[src/ps2_host_link_engine_defines.svh]
// assertion macros for the link engine core
`ifndef PS2_HOST_LINK_ENGINE_DEFINES_SVH
`define PS2_HOST_LINK_ENGINE_DEFINES_SVH

// same-cycle implication, checked outside reset
`define PS2HLE_ASSERT_NOW(label, ante, cons, msg) \
    label: assert property (@(posedge clk) disable iff (!rst_n) (ante) |-> (cons)) \
        else $error(msg);

// next-cycle implication, checked outside reset
`define PS2HLE_ASSERT_NEXT(label, ante, cons, msg) \
    label: assert property (@(posedge clk) disable iff (!rst_n) (ante) |=> (cons)) \
        else $error(msg);

`endif

[src/ps2hle_pkg.sv]
package ps2hle_pkg;

    // item kinds
    localparam logic KIND_EDGE = 1'b0;
    localparam logic KIND_SEND = 1'b1;

    // receive shift register marks
    localparam logic [15:0] RX_SENTINEL   = 16'h0400;
    localparam logic [15:0] RX_STOP_BIT   = 16'h8000;
    localparam logic [15:0] RX_FRAME_MASK = 16'h8020;
    localparam logic [8:0]  RX_NINE_MASK  = 9'h1ff;

    // transmit frame bits
    localparam logic [9:0] TX_STOP   = 10'h200;
    localparam logic [9:0] TX_PARITY = 10'h100;

    // transmit edge counts
    localparam logic [3:0] EDGE_FIRST    = 4'd0;
    localparam logic [3:0] EDGE_LAST_BIT = 4'd8;
    localparam logic [3:0] EDGE_RELEASE  = 4'd9;
    localparam logic [3:0] EDGE_ACK      = 4'd10;

    // input word
    typedef struct packed {
        logic       kind;
        logic       data_line;
        logic [7:0] tx_byte;
    } in_t;

    // result word
    typedef struct packed {
        logic       drive_data_low;
        logic       frame_valid;
        logic [7:0] frame_byte;
        logic       parity_ok;
        logic       tx_done;
        logic       tx_error;
    } out_t;

endpackage

[src/ps2hle_in_stage.sv]
module ps2hle_in_stage (
    input  logic            clk,
    input  logic            rst_n,
    input  logic            req_valid,
    output logic            req_stall,
    input  ps2hle_pkg::in_t req,
    input  logic            take,
    output logic            item_valid,
    output ps2hle_pkg::in_t item
);

    logic            valid_reg;
    logic            valid_next;
    ps2hle_pkg::in_t word_reg;
    logic            load;

    // accept a new word when empty or when the held one moves on
    assign req_stall  = valid_reg && !take;
    assign load       = req_valid && !req_stall;
    assign valid_next = load || (valid_reg && !take);

    always_ff @(posedge clk or negedge rst_n)
    begin
        if (!rst_n)
        begin
            valid_reg <= 1'b0;
        end
        else
        begin
            valid_reg <= valid_next;
        end
    end

    // payload register
    always_ff @(posedge clk)
    begin
        if (load)
        begin
            word_reg <= req;
        end
    end

    assign item_valid = valid_reg;
    assign item       = word_reg;

endmodule

[src/ps2hle_core.sv]
`include "ps2_host_link_engine_defines.svh"

module ps2hle_core (
    input  logic             clk,
    input  logic             rst_n,
    input  logic             fire,
    input  ps2hle_pkg::in_t  item,
    output ps2hle_pkg::out_t result
);

    logic [15:0] rx_shift_reg;
    logic [15:0] rx_shift_next;
    logic [9:0]  tx_shift_reg;
    logic [9:0]  tx_shift_next;
    logic [3:0]  edge_count_reg;
    logic [3:0]  edge_count_next;
    logic        tx_active_reg;
    logic        tx_active_next;
    logic        drive_level_reg;
    logic        drive_level_next;
    logic [15:0] rx_merged;
    logic [8:0]  rx_nine;

    // receive path helpers
    assign rx_merged = rx_shift_reg | (item.data_line ? ps2hle_pkg::RX_STOP_BIT : 16'h0000);
    assign rx_nine   = rx_merged[14:6] & ps2hle_pkg::RX_NINE_MASK;

    // next state and result for one word
    always_comb
    begin
        rx_shift_next    = rx_shift_reg;
        tx_shift_next    = tx_shift_reg;
        edge_count_next  = edge_count_reg;
        tx_active_next   = tx_active_reg;
        drive_level_next = drive_level_reg;
        result           = '0;

        if (item.kind == ps2hle_pkg::KIND_SEND)
        begin
            // load byte, odd parity and stop bit, request to send
            tx_shift_next    = ps2hle_pkg::TX_STOP | {2'b00, item.tx_byte}
                               | ((^item.tx_byte) ? 10'h000 : ps2hle_pkg::TX_PARITY);
            tx_active_next   = 1'b1;
            edge_count_next  = ps2hle_pkg::EDGE_FIRST;
            drive_level_next = 1'b1;
        end
        else if (tx_active_reg)
        begin
            if (edge_count_reg <= ps2hle_pkg::EDGE_LAST_BIT)
            begin
                // drive next bit, low for a zero
                drive_level_next = !tx_shift_reg[0];
                tx_shift_next    = {1'b0, tx_shift_reg[9:1]};
                edge_count_next  = edge_count_reg + 4'd1;
            end
            else if (edge_count_reg == ps2hle_pkg::EDGE_RELEASE)
            begin
                drive_level_next = 1'b0;
                edge_count_next  = ps2hle_pkg::EDGE_ACK;
            end
            else
            begin
                // ack edge ends the transmission
                result.tx_error  = item.data_line;
                result.tx_done   = 1'b1;
                tx_active_next   = 1'b0;
                drive_level_next = 1'b0;
                edge_count_next  = ps2hle_pkg::EDGE_FIRST;
                rx_shift_next    = ps2hle_pkg::RX_SENTINEL;
            end
        end
        else
        begin
            if (rx_merged[0])
            begin
                // sentinel reached the bottom: eleven bits are in
                if ((rx_merged & ps2hle_pkg::RX_FRAME_MASK) == ps2hle_pkg::RX_STOP_BIT)
                begin
                    result.frame_valid = 1'b1;
                    result.frame_byte  = rx_nine[7:0];
                    result.parity_ok   = ^rx_nine;
                end
                rx_shift_next = ps2hle_pkg::RX_SENTINEL;
            end
            else
            begin
                rx_shift_next = {1'b0, rx_merged[15:1]};
            end
        end

        result.drive_data_low = drive_level_next;
    end

    // link state
    always_ff @(posedge clk or negedge rst_n)
    begin
        if (!rst_n)
        begin
            rx_shift_reg    <= ps2hle_pkg::RX_SENTINEL;
            tx_shift_reg    <= '0;
            edge_count_reg  <= ps2hle_pkg::EDGE_FIRST;
            tx_active_reg   <= 1'b0;
            drive_level_reg <= 1'b0;
        end
        else if (fire)
        begin
            rx_shift_reg    <= rx_shift_next;
            tx_shift_reg    <= tx_shift_next;
            edge_count_reg  <= edge_count_next;
            tx_active_reg   <= tx_active_next;
            drive_level_reg <= drive_level_next;
        end
    end

    `PS2HLE_ASSERT_NEXT(a_send_pulls_low, fire && (item.kind == ps2hle_pkg::KIND_SEND), drive_level_reg && tx_active_reg && (edge_count_reg == ps2hle_pkg::EDGE_FIRST), "send did not start a transmission")
    `PS2HLE_ASSERT_NOW(a_idle_count_zero, !tx_active_reg, (edge_count_reg == ps2hle_pkg::EDGE_FIRST) && !drive_level_reg, "idle link holds a count or drives data")
    `PS2HLE_ASSERT_NOW(a_count_range, 1'b1, edge_count_reg <= ps2hle_pkg::EDGE_ACK, "edge count past ack")
    `PS2HLE_ASSERT_NOW(a_sentinel_present, 1'b1, rx_shift_reg != 16'h0000, "receive sentinel lost")
    `PS2HLE_ASSERT_NOW(a_frame_only_idle, fire && result.frame_valid, !tx_active_reg && !result.tx_done, "frame reported during transmission")

endmodule

[src/ps2hle_out_stage.sv]
module ps2hle_out_stage (
    input  logic             clk,
    input  logic             rst_n,
    input  logic             item_valid,
    input  ps2hle_pkg::out_t result,
    output logic             take,
    output logic             rsp_valid,
    input  logic             rsp_stall,
    output ps2hle_pkg::out_t rsp
);

    logic             valid_reg;
    logic             valid_next;
    ps2hle_pkg::out_t word_reg;

    // load when empty or when the held word is taken this cycle
    assign take       = item_valid && (!valid_reg || !rsp_stall);
    assign valid_next = take || (valid_reg && rsp_stall);

    always_ff @(posedge clk or negedge rst_n)
    begin
        if (!rst_n)
        begin
            valid_reg <= 1'b0;
        end
        else
        begin
            valid_reg <= valid_next;
        end
    end

    // result register
    always_ff @(posedge clk)
    begin
        if (take)
        begin
            word_reg <= result;
        end
    end

    assign rsp_valid = valid_reg;
    assign rsp       = word_reg;

endmodule

[src/ps2_host_link_engine.sv]
// PS/2 host link engine
// req channel: one word per falling keyboard clock edge (kind 0, with the
// sampled data line) or per send request (kind 1, with tx_byte).
// rsp channel: exactly one result word for every request word, in order,
// carrying the data line drive level after that word, any received frame
// with its parity check, and the end-of-transmission flags.
// From acceptance to rsp_valid the word sits in the input register, then
// the frame logic loads the result register.
// Throughput is one word per cycle while rsp_stall is low; the limit is
// the single state update of the link registers per word.
// When rsp_stall is high the result word holds; the input register still
// takes one more word, and req_stall rises only once both registers hold.
// Reset clears the valid bits of both registers, loads the receive
// sentinel and releases the data line; no clearing pass is needed.
module ps2_host_link_engine (
    input  logic             clk,
    input  logic             rst_n,
    input  logic             req_valid,
    output logic             req_stall,
    input  ps2hle_pkg::in_t  req,
    output logic             rsp_valid,
    input  logic             rsp_stall,
    output ps2hle_pkg::out_t rsp
);

    logic             item_valid;
    ps2hle_pkg::in_t  item;
    ps2hle_pkg::out_t result;
    logic             take;

    // input register
    ps2hle_in_stage u_in_stage (
        .clk        (clk),
        .rst_n      (rst_n),
        .req_valid  (req_valid),
        .req_stall  (req_stall),
        .req        (req),
        .take       (take),
        .item_valid (item_valid),
        .item       (item)
    );

    // link state and frame logic
    ps2hle_core u_core (
        .clk    (clk),
        .rst_n  (rst_n),
        .fire   (take),
        .item   (item),
        .result (result)
    );

    // result register
    ps2hle_out_stage u_out_stage (
        .clk        (clk),
        .rst_n      (rst_n),
        .item_valid (item_valid),
        .result     (result),
        .take       (take),
        .rsp_valid  (rsp_valid),
        .rsp_stall  (rsp_stall),
        .rsp        (rsp)
    );

endmodule

[config.mk]
export PLATFORM = sky130hd
export DESIGN_NAME = ps2_host_link_engine
export DESIGN_NICKNAME = d
export VERILOG_FILES = /design/src/ps2hle_pkg.sv /design/src/ps2hle_in_stage.sv /design/src/ps2hle_core.sv /design/src/ps2hle_out_stage.sv /design/src/ps2_host_link_engine.sv
export VERILOG_INCLUDE_DIRS = /design/src /design/src/src
export SDC_FILE = /design/constraint.sdc
export NUM_CORES = 1
export LEC_CHECK = 0
export BUFFER_PORTS_ARGS = -buffer_cell sky130_fd_sc_hd__buf_4
export CAP_MARGIN = 20
export CORE_MARGIN = 2
export CORE_UTILIZATION = 50
export DETAILED_ROUTE_END_ITERATION = 8
export HOLD_SLACK_MARGIN = 0.03
export PLACE_DENSITY = 0.7
export REMOVE_ABC_BUFFERS = 1
export SYNTH_ARGS = -nofsm -noshare
export SYNTH_HDL_FRONTEND = slang
export SYNTH_HIERARCHICAL = 1
export SYNTH_SLANG_ARGS = --single-unit
export TNS_END_PERCENT = 50
[constraint.sdc]
create_clock -name clk -period 5 [get_ports clk]
set_input_delay 0.5 -clock clk [delete_from_list [all_inputs] [get_ports clk]]
set_output_delay 0.5 -clock clk [all_outputs]
set_load 0.02 [all_outputs]
==> run_results.csv <==
group,metric,value,unit
run_status,status,"completed",
yosys,ys.flop_type,"dfrtp_1",
floorplanning,rows,25,
yosys,ys_seq_area_frac,0.608,
clocking,path_clk_slew,0.10,ns
pwr,ir_worst_vdd,0.343,mV
sta,min_period,1.95,ns
pwr,p_int,0.951,mW
job,drv_cap,0,
global_routing,grt_pass1_vias,1431,
yosys,syn_avg_cell_area,11.5,um^2
layout,final_nets,262,
yosys,yosys_warnings,6,
pwr,seqPwrFrac,0.502,
clocking,clk_latency,0.31,ns
layout,largest_reg_flops,15,
sta,tightest_slew,0.959,ns
pwr,clkPwrFrac,0.202,
clocking,numCtsBuffers,5,
hold_path,hp-class,"in -> async",
floorplanning,num_io_pins,29,
detailed_routing,drt-initial-drc-count,83,
floorplanning,die_w,74.7,um
clocking,cts_setup_buffers,0,
sta,slew_headroom,0.358,
global_routing,grt_max_degree,34,
clocking,cts_tree,"done",
setup_path,critPathKind,"reg -> out",
pwr,swShare,0.334,
setup_path,max_stage_delay,0.41,ns
sta,setup_viol,0,
clocking,cts_sinks,56,
pwr,p_leak,1.21,nW
placed_design,globalplace.congestion,0.753,
layout,drive_gt1_frac,0.195,
setup_path,critPathSlowestCell,"dfrtp_1",
sta,rsz0062_at_grt,"no",
setup_path,worst-path-max-fanout,6,
clocking,clk_path_buf_depth,2,
pwr,power_density,498,mW/mm^2
sta,finalSetupTns,0,ns
detailed_routing,drc,0,
floorplanning,core_area,0.00475,mm^2
detailed_routing,wl_per_cell,12.1,um
pwr,combPwrFrac,0.296,
placed_design,hpwlAfterDp,2550,um
pwr,p_sw,0.478,mW
yosys,ys_ff_latch,56,
clocking,cts_root_buf,"clkbuf_8",
pwr,power,1.43,mW
yosys,synth_cells,217,
detailed_routing,ant_nets,0,
sta,finalCritPeriodShare,0.390,
global_routing,antenna_found_initial,0,
sta,drv_slew,0,
detailed_routing,via_per_inst,4.93,
sta,hold_viol_final,0,
floorplanning,die_h,74.7,um
setup_path,crit_buf_inv,2,
setup_path,arrival,1.45,ns
global_routing,grt-ovfl-total,0,
setup_path,crit_required,4.50,ns
yosys,synth-edff-count,23,
floorplanning,die_area,0.00558,mm^2
layout,antenna-diode-count,0,
yosys,syn_area,0.00250,mm^2
setup_path,crit_path_end_kind,"output pin",
yosys,synth.most_common_cell,"dfrtp_1",
yosys,ys_types,36,
clocking,hold_buffers,0,
setup_path,cp_cell_sequence,"a21boi_2 -> nand2b_4 -> inv_1 -> buf_4",
placed_design,io_buffers,28,
layout,synthToLayoutAreaGrowth,15.0,%
floorplanning,initial_core_util,0.525,
setup_path,cp_top_family,"flip-flops",
detailed_routing,firstDrtPassIters,4,
setup_path,cp-start-kind,"flop",
yosys,netlist.area_leader.share,0.321,
clocking,cts.htree.levels,2,
global_routing,grt_pass1_wl,6350,um
sta,skew,0.0104,ns
global_routing,grt_util_all_layers,0.153,
yosys,synthArstFlopShare,0.589,
sta,fmax,0.513,GHz
yosys,synthTopCellsByArea,"dfrtp_1 32%, edfxtp_1 28%, xnor2_1 5.3%, o21ai_0 5.0%, mux2i_1 3.6%",
detailed_routing,totalWireLength,3790,um
yosys,synth_top_area_cell,"dfrtp_1",
yosys,synth_common_cells,"32 x dfrtp_1, 25 x o21ai_0, 23 x edfxtp_1",
detailed_routing,vias,1542,
clocking,post_cts_resized,0,
worst register-to-register path, stage by stage, from the launching register on:
cell and delay (ns):
dfrtp_1 0.46, inv_1 0.07, ha_1 0.23, or2_2 0.28, a21oi_1 0.29, nand2_1 0.14
a32oi_1 0.17, o22ai_1 0.10
layout make-up:
| cell class | count | area (um^2) |
|---|---|---|
| tap | 67 | 83.8 |
| inverter | 21 | 78.8 |
| multi-input combinational | 130 | 841 |
| sequential | 56 | 1520 |
| clock inverter | 3 | 42.5 |
| fill | 414 | 1880 |
| timing repair buffer | 31 | 240 |
| clock buffer | 5 | 68.8 |
path summary, 6_finish.rpt:
kind,cells after the start,slack (ns),start,to
setup reg to reg,7,3.15,u_core/edge_count_reg[0],u_core/edge_count_reg[3]
hold / removal,1,0.12,rst_n,u_core/tx_shift_reg[8]
setup / recovery,4,3.05,u_in_stage/item_valid,req_stall
min in group clk,1,0.37,req[4],u_in_stage/item[4]
max in group asynchronous,1,4.54,rst_n,u_core/rx_shift_reg[10]
hold reg to reg,2,0.48,u_core/tx_shift_reg[1],u_core/tx_shift_reg[1]
stage by stage:
stage / utilization / cell area [um^2] / instances / setup WS (ns) / hold slack, ns
5_1_grt: 0.604 / 2870 / 313 / 2.95 / 0.147
4_1_cts: 0.601 / 2860 / 312 / 2.35 / 0.126
3_3_place_gp: 0.578 / 2750 / 304 / 2.52 / 0.460
2_1_floorplan: - / 2440 / 207 / 2.54 / 0.204
6_report: 0.604 / 2870 / 313 / 3.05 / 0.119
3_5_place_dp: 0.578 / 2750 / 304 / 2.47 / 0.468
per-layer routing:
layer | vias to the layer above | track usage | wire, um
li1 | 787 | - | -
met1 | 729 | 0.196 | 1800
met2 | 22 | 0.254 | 1830
met3 | 4 | 0.0361 | 115
met4 | 0 | 0.0595 | 48
met5 | - | 0 | 0
kinds of logic (layout without fill, tap and decap cells):
| family | after synthesis | in the layout | share of synthesized area |
|---|---|---|---|
| flops | 56 | 56 | 0.608 |
| simple gates | 60 | 60 | 0.129 |
| mux | 9 | 9 | 0.0361 |
| fa+ha+maj | 3 | 3 | 0.0150 |
| compound gates | 43 | 43 | 0.104 |
| xor+xnor | 15 | 15 | 0.0526 |
| buf+inv | 31 | 60 | 0.0556 |
power groups by stage:
| stage | sequential [mW] | combinational, mW | clock, mW |
|---|---|---|---|
| CTS | 0.719 | 0.426 | 0.300 |
| finish | 0.718 | 0.423 | 0.289 |
| floorplan | 0.717 | 0.314 | 0 |
| global route | 0.737 | 0.479 | 0.315 |
| global placement | 0.724 | 0.412 | 0 |
| detailed placement | 0.728 | 0.424 | 0 |
cell usage in the layout (no fill, tap or decap), types with 2 or more instances in the layout:
master / n
o21ai_0: 25
o22a_1: 2
a21o_1: 2
buf_4: 30
o22ai_1: 2
a21oi_1: 4
dfrtp_1: 32
nor2_1: 6
inv_1: 21
nand2b_1: 3
xnor2_1: 15
edfxtp_1: 23
nand2_1: 19
nand3_1: 14
clkbuf_8: 5
and2_1: 9
ha_1: 3
mux2i_1: 9
Power figures use the tool's default switching activity.
